## config.mk

```make
export PLATFORM = sky130hd
export DESIGN_NAME = i2c_master_bit_engine_top
export DESIGN_NICKNAME = d
export VERILOG_FILES = /design/src/hw/rtl/i2c_mbe_pkg.sv /design/src/hw/rtl/i2c_mbe_step.sv /design/src/hw/rtl/i2c_master_bit_engine_top.sv
export VERILOG_INCLUDE_DIRS = /design/src /design/src/hw/rtl
export SDC_FILE = /design/constraint.sdc
export NUM_CORES = 1
export LEC_CHECK = 0
export BUFFER_PORTS_ARGS = -buffer_cell sky130_fd_sc_hd__clkbuf_2
export CORE_ASPECT_RATIO = 1.1
export CORE_UTILIZATION = 25
export DETAILED_ROUTE_END_ITERATION = 16
export GPL_TIMING_DRIVEN = 0
export SYNTH_ARGS = -nofsm -noshare
export SYNTH_HDL_FRONTEND = slang
export SYNTH_SLANG_ARGS = --single-unit
```

## constraint.sdc

```tcl
create_clock -name clk_i -period 5.6 [get_ports clk_i]
set_input_delay 0.28 -clock clk_i [delete_from_list [all_inputs] [get_ports clk_i]]
set_output_delay 0.28 -clock clk_i [all_outputs]
set_load 0.01 [all_outputs]
```

## src/hw/rtl/i2c_master_bit_engine_top_macros.svh

```systemverilog
// Assertion macros, clocked on clk_i and disabled while rst_ni is low.
`ifndef I2C_MASTER_BIT_ENGINE_TOP_MACROS_SVH
`define I2C_MASTER_BIT_ENGINE_TOP_MACROS_SVH

// Condition holds at every edge.
`define I2C_MBE_ASSERT(lbl, cond, msg) \
  lbl: assert property (@(posedge clk_i) disable iff (!rst_ni) (cond)) else $error(msg);

// Antecedent at one edge implies consequent at the same edge.
`define I2C_MBE_ASSERT_IMPL(lbl, ante, cons, msg) \
  lbl: assert property (@(posedge clk_i) disable iff (!rst_ni) (ante) |-> (cons)) \
    else $error(msg);

`endif

```

## src/hw/rtl/i2c_mbe_pkg.sv

```systemverilog
package i2c_mbe_pkg;

  localparam int unsigned BITS_PER_BYTE = 8;
  localparam int unsigned CFG_IDX_W     = 1;

  localparam logic [CFG_IDX_W-1:0] CFG_HALF_PERIOD   = 1'd0;
  localparam logic [CFG_IDX_W-1:0] CFG_TIMEOUT_LIMIT = 1'd1;

  localparam logic [15:0] HALF_PERIOD_RST   = 16'd5;
  localparam logic [15:0] TIMEOUT_LIMIT_RST = 16'd200;

  localparam logic [2:0] MODE_NONE  = 3'd0;
  localparam logic [2:0] MODE_START = 3'd1;
  localparam logic [2:0] MODE_STOP  = 3'd2;
  localparam logic [2:0] MODE_WRITE = 3'd3;
  localparam logic [2:0] MODE_WAIT  = 3'd4;
  localparam logic [2:0] MODE_READ  = 3'd5;

  typedef enum logic [16:0] {
    PH_IDLE  = 17'b00000000000000001,
    PH_ST1   = 17'b00000000000000010,
    PH_ST2   = 17'b00000000000000100,
    PH_SP1   = 17'b00000000000001000,
    PH_SP2   = 17'b00000000000010000,
    PH_WR_LO = 17'b00000000000100000,
    PH_WR_HI = 17'b00000000001000000,
    PH_WN1   = 17'b00000000010000000,
    PH_WN2   = 17'b00000000100000000,
    PH_WN3   = 17'b00000001000000000,
    PH_WA1   = 17'b00000010000000000,
    PH_WA2   = 17'b00000100000000000,
    PH_POLL  = 17'b00001000000000000,
    PH_RD_LO = 17'b00010000000000000,
    PH_RD_HI = 17'b00100000000000000,
    PH_AK_LO = 17'b01000000000000000,
    PH_AK_HI = 17'b10000000000000000
  } phase_e;

  typedef struct packed {
    logic [2:0] mode;
    logic [7:0] tx_byte;
    logic       ack_flag;
    logic       sda_sample;
  } in_item_t;

  typedef struct packed {
    logic       scl_level;
    logic       sda_level;
    logic       sda_drive;
    logic       busy_res;
    logic       done_res;
    logic [7:0] rx_byte;
    logic       ack_error;
  } out_item_t;

  typedef struct packed {
    phase_e      phase;
    logic [15:0] tick_count;
    logic [3:0]  bit_count;
    logic [7:0]  shift_reg;
    logic [15:0] poll_count;
    logic        scl;
    logic        sda;
    logic        drv;
    logic        ack_choice;
    logic        error_flag;
    logic [7:0]  rx_hold;
  } eng_state_t;

endpackage

```

## src/hw/rtl/i2c_mbe_step.sv

```systemverilog
module i2c_mbe_step import i2c_mbe_pkg::*; (
  input  eng_state_t  state_i,
  input  in_item_t    item_i,
  input  logic [15:0] half_period_i,
  input  logic [15:0] timeout_limit_i,
  output eng_state_t  state_o,
  output logic        done_o
);

  eng_state_t  n;
  logic        done;
  logic [15:0] hp;
  logic [15:0] tick_inc;
  logic [3:0]  bc_inc;

  assign hp       = (half_period_i == 16'd0) ? 16'd1 : half_period_i;
  assign tick_inc = state_i.tick_count + 16'd1;
  assign bc_inc   = state_i.bit_count + 4'd1;

  always_comb begin
    n    = state_i;
    done = 1'b0;
    if (state_i.phase == PH_IDLE) begin
      if (item_i.mode inside {[MODE_START:MODE_READ]}) begin
        n.error_flag = 1'b0;
        n.ack_choice = item_i.ack_flag;
        n.bit_count  = 4'd0;
        n.tick_count = 16'd0;
        case (item_i.mode)
          MODE_START: begin
            n.drv   = 1'b1;
            n.sda   = 1'b1;
            n.scl   = 1'b1;
            n.phase = PH_ST1;
          end
          MODE_STOP: begin
            n.drv   = 1'b1;
            n.scl   = 1'b0;
            n.sda   = 1'b0;
            n.phase = PH_SP1;
          end
          MODE_WRITE: begin
            n.scl       = 1'b0;
            n.drv       = 1'b1;
            n.sda       = item_i.tx_byte[BITS_PER_BYTE-1];
            n.shift_reg = {item_i.tx_byte[BITS_PER_BYTE-2:0], 1'b0};
            n.phase     = PH_WR_LO;
          end
          MODE_WAIT: begin
            if (item_i.ack_flag) begin
              n.drv   = 1'b0;
              n.sda   = 1'b1;
              n.phase = PH_WA1;
            end else begin
              n.phase = PH_WN1;
            end
          end
          default: begin
            n.drv       = 1'b0;
            n.scl       = 1'b0;
            n.shift_reg = 8'd0;
            n.phase     = PH_RD_LO;
          end
        endcase
      end
    end else if (state_i.phase == PH_POLL) begin
      if (!item_i.sda_sample) begin
        n.scl   = 1'b0;
        n.phase = PH_IDLE;
        done    = 1'b1;
      end else if (state_i.poll_count >= timeout_limit_i) begin
        n.error_flag = 1'b1;
        n.drv        = 1'b1;
        n.scl        = 1'b0;
        n.sda        = 1'b0;
        n.tick_count = 16'd0;
        n.phase      = PH_SP1;
      end else begin
        n.poll_count = state_i.poll_count + 16'd1;
      end
    end else if (tick_inc >= hp) begin
      n.tick_count = 16'd0;
      case (state_i.phase)
        PH_ST1: begin
          n.sda   = 1'b0;
          n.phase = PH_ST2;
        end
        PH_ST2: begin
          n.scl   = 1'b0;
          n.phase = PH_IDLE;
          done    = 1'b1;
        end
        PH_SP1: begin
          n.scl   = 1'b1;
          n.sda   = 1'b1;
          n.phase = PH_SP2;
        end
        PH_SP2: begin
          n.phase = PH_IDLE;
          done    = 1'b1;
        end
        PH_WR_LO: begin
          n.scl   = 1'b1;
          n.phase = PH_WR_HI;
        end
        PH_WR_HI: begin
          n.scl       = 1'b0;
          n.bit_count = bc_inc;
          if (bc_inc >= 4'(BITS_PER_BYTE)) begin
            n.phase = PH_IDLE;
            done    = 1'b1;
          end else begin
            n.sda       = state_i.shift_reg[BITS_PER_BYTE-1];
            n.shift_reg = {state_i.shift_reg[BITS_PER_BYTE-2:0], 1'b0};
            n.phase     = PH_WR_LO;
          end
        end
        PH_WN1: begin
          n.scl   = 1'b1;
          n.phase = PH_WN2;
        end
        PH_WN2: begin
          n.scl   = 1'b0;
          n.phase = PH_WN3;
        end
        PH_WN3: begin
          n.phase = PH_IDLE;
          done    = 1'b1;
        end
        PH_WA1: begin
          n.scl   = 1'b1;
          n.phase = PH_WA2;
        end
        PH_WA2: begin
          n.poll_count = 16'd0;
          n.phase      = PH_POLL;
        end
        PH_RD_LO: begin
          n.scl       = 1'b1;
          n.shift_reg = {state_i.shift_reg[BITS_PER_BYTE-2:0], item_i.sda_sample};
          n.phase     = PH_RD_HI;
        end
        PH_RD_HI: begin
          n.scl       = 1'b0;
          n.bit_count = bc_inc;
          if (bc_inc >= 4'(BITS_PER_BYTE)) begin
            n.drv   = 1'b1;
            n.sda   = !state_i.ack_choice;
            n.phase = PH_AK_LO;
          end else begin
            n.phase = PH_RD_LO;
          end
        end
        PH_AK_LO: begin
          n.scl   = 1'b1;
          n.phase = PH_AK_HI;
        end
        PH_AK_HI: begin
          n.scl     = 1'b0;
          n.rx_hold = state_i.shift_reg;
          n.phase   = PH_IDLE;
          done      = 1'b1;
        end
        default: begin
          n.phase = PH_IDLE;
        end
      endcase
    end else begin
      n.tick_count = tick_inc;
    end
  end

  assign state_o = n;
  assign done_o  = done;

endmodule

```

## src/hw/rtl/i2c_master_bit_engine_top.sv

```systemverilog
// A result is registered one sequencer pass after its item leaves the input register;
// an output stall holds the item in the input register until the result register frees.
// Throughput: one item per cycle unless the output stalls; the sequencer state advances once per item.
// Output stalls back-pressure through the input register only when both are full.
// Reset (rst_ni low, asynchronous): sequencer idle, SCL/SDA high and driven,
// counters and rx byte zero, half_period 5, timeout_limit 200.
`include "i2c_master_bit_engine_top_macros.svh"

module i2c_master_bit_engine_top import i2c_mbe_pkg::*; (
  input  logic                 clk_i,
  input  logic                 rst_ni,
  input  logic                 in_valid_i,
  output logic                 in_ready_o,
  input  in_item_t             in_data_i,
  output logic                 out_valid_o,
  input  logic                 out_ready_i,
  output out_item_t            out_data_o,
  input  logic                 cfg_valid_i,
  output logic                 cfg_ready_o,
  input  logic [CFG_IDX_W-1:0] cfg_index_i,
  input  logic [15:0]          cfg_data_i
);

  logic        in_valid_q;
  in_item_t    in_q;
  logic        out_valid_q;
  out_item_t   out_q;
  eng_state_t  st_q;
  eng_state_t  st_d;
  logic        done_d;
  logic        step;
  logic [15:0] half_period_q;
  logic [15:0] timeout_limit_q;

  assign cfg_ready_o = 1'b1;

  always_ff @(posedge clk_i or negedge rst_ni) begin
    if (!rst_ni) begin
      half_period_q   <= HALF_PERIOD_RST;
      timeout_limit_q <= TIMEOUT_LIMIT_RST;
    end else if (cfg_valid_i) begin
      if (cfg_index_i == CFG_HALF_PERIOD) begin
        half_period_q <= cfg_data_i;
      end else if (cfg_index_i == CFG_TIMEOUT_LIMIT) begin
        timeout_limit_q <= cfg_data_i;
      end
    end
  end

  assign step       = in_valid_q && (!out_valid_q || out_ready_i);
  assign in_ready_o = !in_valid_q || step;

  always_ff @(posedge clk_i or negedge rst_ni) begin
    if (!rst_ni) begin
      in_valid_q <= 1'b0;
    end else if (in_ready_o) begin
      in_valid_q <= in_valid_i;
    end
  end

  always_ff @(posedge clk_i) begin
    if (in_ready_o && in_valid_i) begin
      in_q <= in_data_i;
    end
  end

  i2c_mbe_step u_step (
    .state_i         (st_q),
    .item_i          (in_q),
    .half_period_i   (half_period_q),
    .timeout_limit_i (timeout_limit_q),
    .state_o         (st_d),
    .done_o          (done_d)
  );

  always_ff @(posedge clk_i or negedge rst_ni) begin
    if (!rst_ni) begin
      st_q.phase      <= PH_IDLE;
      st_q.tick_count <= 16'd0;
      st_q.bit_count  <= 4'd0;
      st_q.shift_reg  <= 8'd0;
      st_q.poll_count <= 16'd0;
      st_q.scl        <= 1'b1;
      st_q.sda        <= 1'b1;
      st_q.drv        <= 1'b1;
      st_q.ack_choice <= 1'b0;
      st_q.error_flag <= 1'b0;
      st_q.rx_hold    <= 8'd0;
    end else if (step) begin
      st_q <= st_d;
    end
  end

  always_ff @(posedge clk_i or negedge rst_ni) begin
    if (!rst_ni) begin
      out_valid_q <= 1'b0;
    end else if (step) begin
      out_valid_q <= 1'b1;
    end else if (out_ready_i) begin
      out_valid_q <= 1'b0;
    end
  end

  always_ff @(posedge clk_i) begin
    if (step) begin
      out_q.scl_level <= st_d.scl;
      out_q.sda_level <= st_d.sda;
      out_q.sda_drive <= st_d.drv;
      out_q.busy_res  <= (st_d.phase != PH_IDLE);
      out_q.done_res  <= done_d;
      out_q.rx_byte   <= st_d.rx_hold;
      out_q.ack_error <= st_d.error_flag;
    end
  end

  assign out_valid_o = out_valid_q;
  assign out_data_o  = out_q;

  `I2C_MBE_ASSERT_IMPL(a_busy_tracks_phase, out_valid_q, out_q.busy_res == (st_q.phase != PH_IDLE), "busy flag out of step with sequencer")
  `I2C_MBE_ASSERT_IMPL(a_done_not_busy, out_valid_q && out_q.done_res, !out_q.busy_res, "done reported while busy")
  `I2C_MBE_ASSERT(a_bit_count_range, st_q.bit_count <= 4'(BITS_PER_BYTE), "bit count past byte length")
  `I2C_MBE_ASSERT_IMPL(a_error_only_in_stop, st_q.error_flag, st_q.phase == PH_IDLE || st_q.phase == PH_SP1 || st_q.phase == PH_SP2, "error flag outside timeout stop")

endmodule

```

Yosys cells after proc, flatten, opt, wreduce, memory -nomap -nowiden --
Index checks and enable logic that the tools add are counted. W data, S select, Z words.
Word-level totals: register bits after elaboration 135, output and inout bits 17, word-level logic and storage cells 148
Operators by class: add/sub/neg operators 3, $lt $le $gt $ge 5, equal/unequal tests 30, multiplexer cells 54, bitwise gates (word level) 2, reduce and logical (&&, ||, !) cells 28
Operators with widths (count):
- $pmux W17 S11 | 1
- $mux W16 | 7
- $mux W45 | 2
- $pmux W17 S4 | 1
- $mux W33 | 2
- $mux W8 | 5
- $mux W17 | 2
- $add A16 B1 Y16 const B | 2
- $ge A16 B16 Y1 | 2
- $pmux W8 S2 | 2
- $mux W31 | 1
- $mux W19 | 1
- $eq A17 B1 Y1 const B | 1
- $eq A17 B10 Y1 const B | 1
- $eq A17 B11 Y1 const B | 1
- $eq A17 B12 Y1 const B | 1
- $eq A17 B13 Y1 const B | 1
- $eq A17 B14 Y1 const B | 1
- $eq A17 B15 Y1 const B | 1
- $eq A17 B16 Y1 const B | 1
- $eq A17 B17 Y1 const B | 1
- $eq A17 B2 Y1 const B | 1
- $eq A17 B3 Y1 const B | 1
- $eq A17 B4 Y1 const B | 1
- 44 further kinds | 82

Longest topological paths before layout --
word-level depth 9, mapped depth 17

Cells and area by module --
From an unflattened synthesis, not the netlist that was laid out.
Second synthesis, totals: cell total of the unflattened synthesis 781, area, all modules 8380.5 µm²
Modules (own cells, without submodules):
- i2c_master_bit_engine_top | instances 1, cells each 269, area each 5159.9 µm², seq. area each 3524.6 µm²
- i2c_mbe_step | instances 1, cells each 512, area each 3220.6 µm², seq. area each 0.0 µm²

Worst setup path before layout --
OpenSTA, ideal clock, no wires.
path kind register to register, start register st_q[41] (netlist bit), end register out_q, in the netlist out_data_o[1], data pin, data arrival time 3567 ps, data required time 5340 ps, path slack 1773 ps, cell stages (with the launch flop) 16, buffers on the path 1, cells stage by stage dfrtp_1 ha_1 and3_1 nand3_1 nor4_1 xnor2_1 inv_1 ha_1 nand4_1 nor4_1 a32o_1 nor2_1 clkbuf_1 nor2_1 nand2_1 mux2_2
RTL lines:
- from (decl) | RTL line i2c_master_bit_engine_top.sv:28 | eng_state_t st_q;
- from (signal assigned) | RTL line i2c_master_bit_engine_top.sv:90 | st_q <= st_d;
- to (decl) | RTL line i2c_master_bit_engine_top.sv:27 | out_item_t out_q;

Worst setup path after layout --
start register st_q[41] (netlist bit), end register st_q[0] (netlist bit)
On the way: longest elaborated chain between the ends 5
Ends and longest elaborated chain:
- $add A16 B1 Y16 | RTL line i2c_mbe_step.sv:17 | assign tick_inc = state_i.tick_count + 16'd1;
- $ge A16 B16 Y1 | RTL line i2c_mbe_step.sv:81 | end else if (tick_inc >= hp) begin
- $mux W8 | RTL line i2c_mbe_step.sv:81
- $mux W8 | RTL line i2c_mbe_step.sv:66 | end else if (state_i.phase == PH_POLL) begin
- $mux W8 | RTL line i2c_mbe_step.sv:23 | if (state_i.phase == PH_IDLE) begin
Every way passes these cells. A chain may end at the register's enable or synchronous reset.

==> results.yml <==
worst_setup_path:
  path_max_fanout: 10
  slowest_delay_ns: 0.49
  crit_path_cell_trace: "ha_1 > and3_1 > nand3_1 > nor4_1 > xnor2_1 > inv_1 > ha_1 > nand4_1 > nor4_1 > a32o_1 > nor2_1 > clkbuf_1 > nor2_1 > nand3_1 > mux2_2"
  critPathCaptureType: "flop"
  start_kind: "flop"
  cp_data_required_time_ns: 5.91
  crit_type: "flop to flop"
  cpMaxStageDelayCell: "nand3_1"
  critPathArrivalTime_ns: 5.21
detailed_routing:
  drt_wl_total_um: 18600
  drcViolationCount: 0
  vias_per_cell: 4.92
  first_pass_iters: 5
  antenna_left: 0
  drt-wirelength-per-cell_um: 15.4
  drt-initial-drc-count: 446
  via_count: 5941
timing:
  finalSetupTns_ns: 0
  fmax_mhz: 204
  clock_skew_ns: 0.0116
  drv_slew: 0
  relSlewSlack_pct: 7.77
  tightest_slew_ns: 1.38
  fin_ws_ns: 0.703
  fin_crit_sh_pct: 87.4
  min_period_ns: 4.90
  final_hold_viol_count: 0
  setup_viol: 0
  rsz0062_at_grt: "no"
placed_design:
  place_area_mm2: 0.00824
  port_buffers: 50
  pre_cts_slack_ns: 0.742
  gp_congestion: 0.892
  hpwl_um: 13600
global_route:
  overflow: 0
  grt_max_degree: 109
  globalRouteTotalUtil_pct: 12.8
  antenna_found_initial: 0
  grt_pass1_vias: 5885
  grt_pass1_wl_um: 30900
hold_path:
  hold_class: "input pin to flop"
yosys:
  yosysWarnings: 0
  ys_seq_area_share_pct: 47.1
  synth_top_cell_area_share_pct: 33.1
  synth_cells: 748
  synth.ff_latch_count: 135
  synth_ff_type: "dfrtp_1"
  syn_area_mm2: 0.00748
  synth_common_cells: "dfrtp_1 (99), nand2_1 (83), o21ai_0 (59)"
  synth_cell_types: 74
  yosysTopAreaCell: "dfrtp_1"
  synthMostInstantiatedCell: "dfrtp_1"
  synth_nets: 818
  synthTopCellsByArea: "dfrtp_1 (33%), edfxtp_1 (11%), mux2_2 (6.6%)"
  syn_avg_cell_area_um2: 10.0
  synthArstFlopShare_pct: 80.0
  synth_edf_count: 27
power:
  power_density_mw_per_mm2: 366
  total_leakage_power_nw: 3.87
  peakVddDrop_mv: 0.202
  finalPower_mw: 3.24
run_status:
  status: "finished, final reports clean"
final_layout:
  area_growth_pct: 18.1
  final_layout_size_suffix_gt1_share_pct: 19.2
  utilization_pct: 30.0
  final_nets: 890
  fin_area_mm2: 0.00884
  antenna_cells: 0
die:
  initial_core_util_pct: 25.4
  ios: 52
  fp.dieW_um: 167
  die_area_mm2: 0.0306
  std_cell_rows: 66
  core_area_mm2: 0.0295
  die_height_um: 183
clock_tree:
  path_clk_slew_ns: 0.06
  postCtsSetupBuffers: 0
  cts.sinks: 135
  numCtsBuffers: 17
  hold_buffers: 1
  root_buffer: "clkbuf_16"
  cts_max_path_buffers: 2
  cts_tree: "done"
  cts.repair.resized: 0
  h-tree-depth: 4
  insertion_delay_ns: 0.43
job:
  drv_cap: 0
-- layer usage --
metal	vias up	global-route usage, %	wire (µm)
li1	2872	-	-
met1	2859	17.5	9000
met2	172	19.4	8250
met3	38	3.34	952
met4	0	4.81	403
met5	-	0	0
-- state kept, by name (all words and copies together), names as in the netlist --
signal	flops
in_q	13
in_valid_q	1
timeout_limit_q	16
out_data_o	14
out_valid_o	1
st_q	74
half_period_q	16
-- path summary, 6_finish.rpt --
| kind | slack [ns] | startpoint | cells past startpoint | to |
|---|---|---|---|---|
| worst max-delay path | 0.70 | st_q[41]$_DFFE_PN0P_ | 15 | st_q[0]$_DFFE_PN0P_ |
| worst min-delay path | 0.02 | in_data_i[4] | 1 | in_q[4]$_DFFE_PP_ |
| worst max register to register | 0.70 | st_q[41]$_DFFE_PN0P_ | 15 | st_q[0]$_DFFE_PN0P_ |
| worst min register to register | 0.48 | st_q[53]$_DFFE_PN0P_ | 1 | st_q[53]$_DFFE_PN0P_ |
| max in group asynchronous | 4.68 | rst_ni | 3 | half_period_q[3]$_DFFE_PN0P_ |
| min in group asynchronous | 0.49 | rst_ni | 3 | st_q[65]$_DFFE_PN0P_ |
-- area by class of cell --
| type | count | area, µm² |
|---|---|---|
| fillers | 3004 | 20600 |
| multi-input cells | 541 | 3630 |
| flip-flops and latches | 135 | 3520 |
| well taps | 374 | 468 |
| clock buffers | 18 | 429 |
| repair buffers | 53 | 307 |
| inverters | 48 | 180 |
| clock inverters | 14 | 151 |
| plain buffers | 24 | 144 |
-- metrics by stage --
step / cells / hold WS [ns]
2_1_floorplan: 748 / -0.0156
3_3_place_gp: 1172 / 0.463
3_5_place_dp: 1173 / 0.409
4_1_cts: 1206 / 0.00963
5_1_grt: 1207 / 0.00584
6_report: 1207 / 0.0222
-- logic make-up after synthesis --
| logic type | synth area share, % |
|---|---|
| buffers and inverters | 4.33 |
| muxes | 7.16 |
| other | 0.0501 |
| and+or+nand+nor | 19.2 |
| DFF | 47.1 |
| adders and majority gates | 5.85 |
| AOI/OAI and AO/OA | 14.2 |
| xor gates and xnor gates | 2.11 |
-- worst max-delay path, delay by kind of cell, from the launching register on --
kind	cells	cell delay [ns]
multiplexers	1	0.42
adder cells (fa/ha/maj)	2	0.59
flip-flops	1	0.45
XOR/XNOR	1	0.19
AND/OR/NAND/NOR	8	2.46
buffers and inverters	2	0.37
AO/OA/AOI/OAI	1	0.28
-- where the power goes --
group          internal, mW  switching (mW)  leakage, nW
Clock                 0.657           0.456        0.271
Combinational         0.345           0.520         1.94
Sequential             1.14           0.118         1.65
-- cell usage in the layout (no fill, tap or decap), drive strengths merged, types with 12 or more instances in the layout --
cell type  netlist  routed
nand2b          15      15
nor4            12      12
nor2            41      41
xnor2           12      12
or4             13      13
edfxtp          27      27
nor3            17      17
a21oi           39      39
nand3           28      28
mux2            44      44
o31ai           13      13
o21ai           60      60
nand2           83      83
dfrtp           99      99
nand4           13      13
inv             46      48
clkbuf          17      85
ha              35      35
Note: power is estimated with default switching activity, not from simulation.
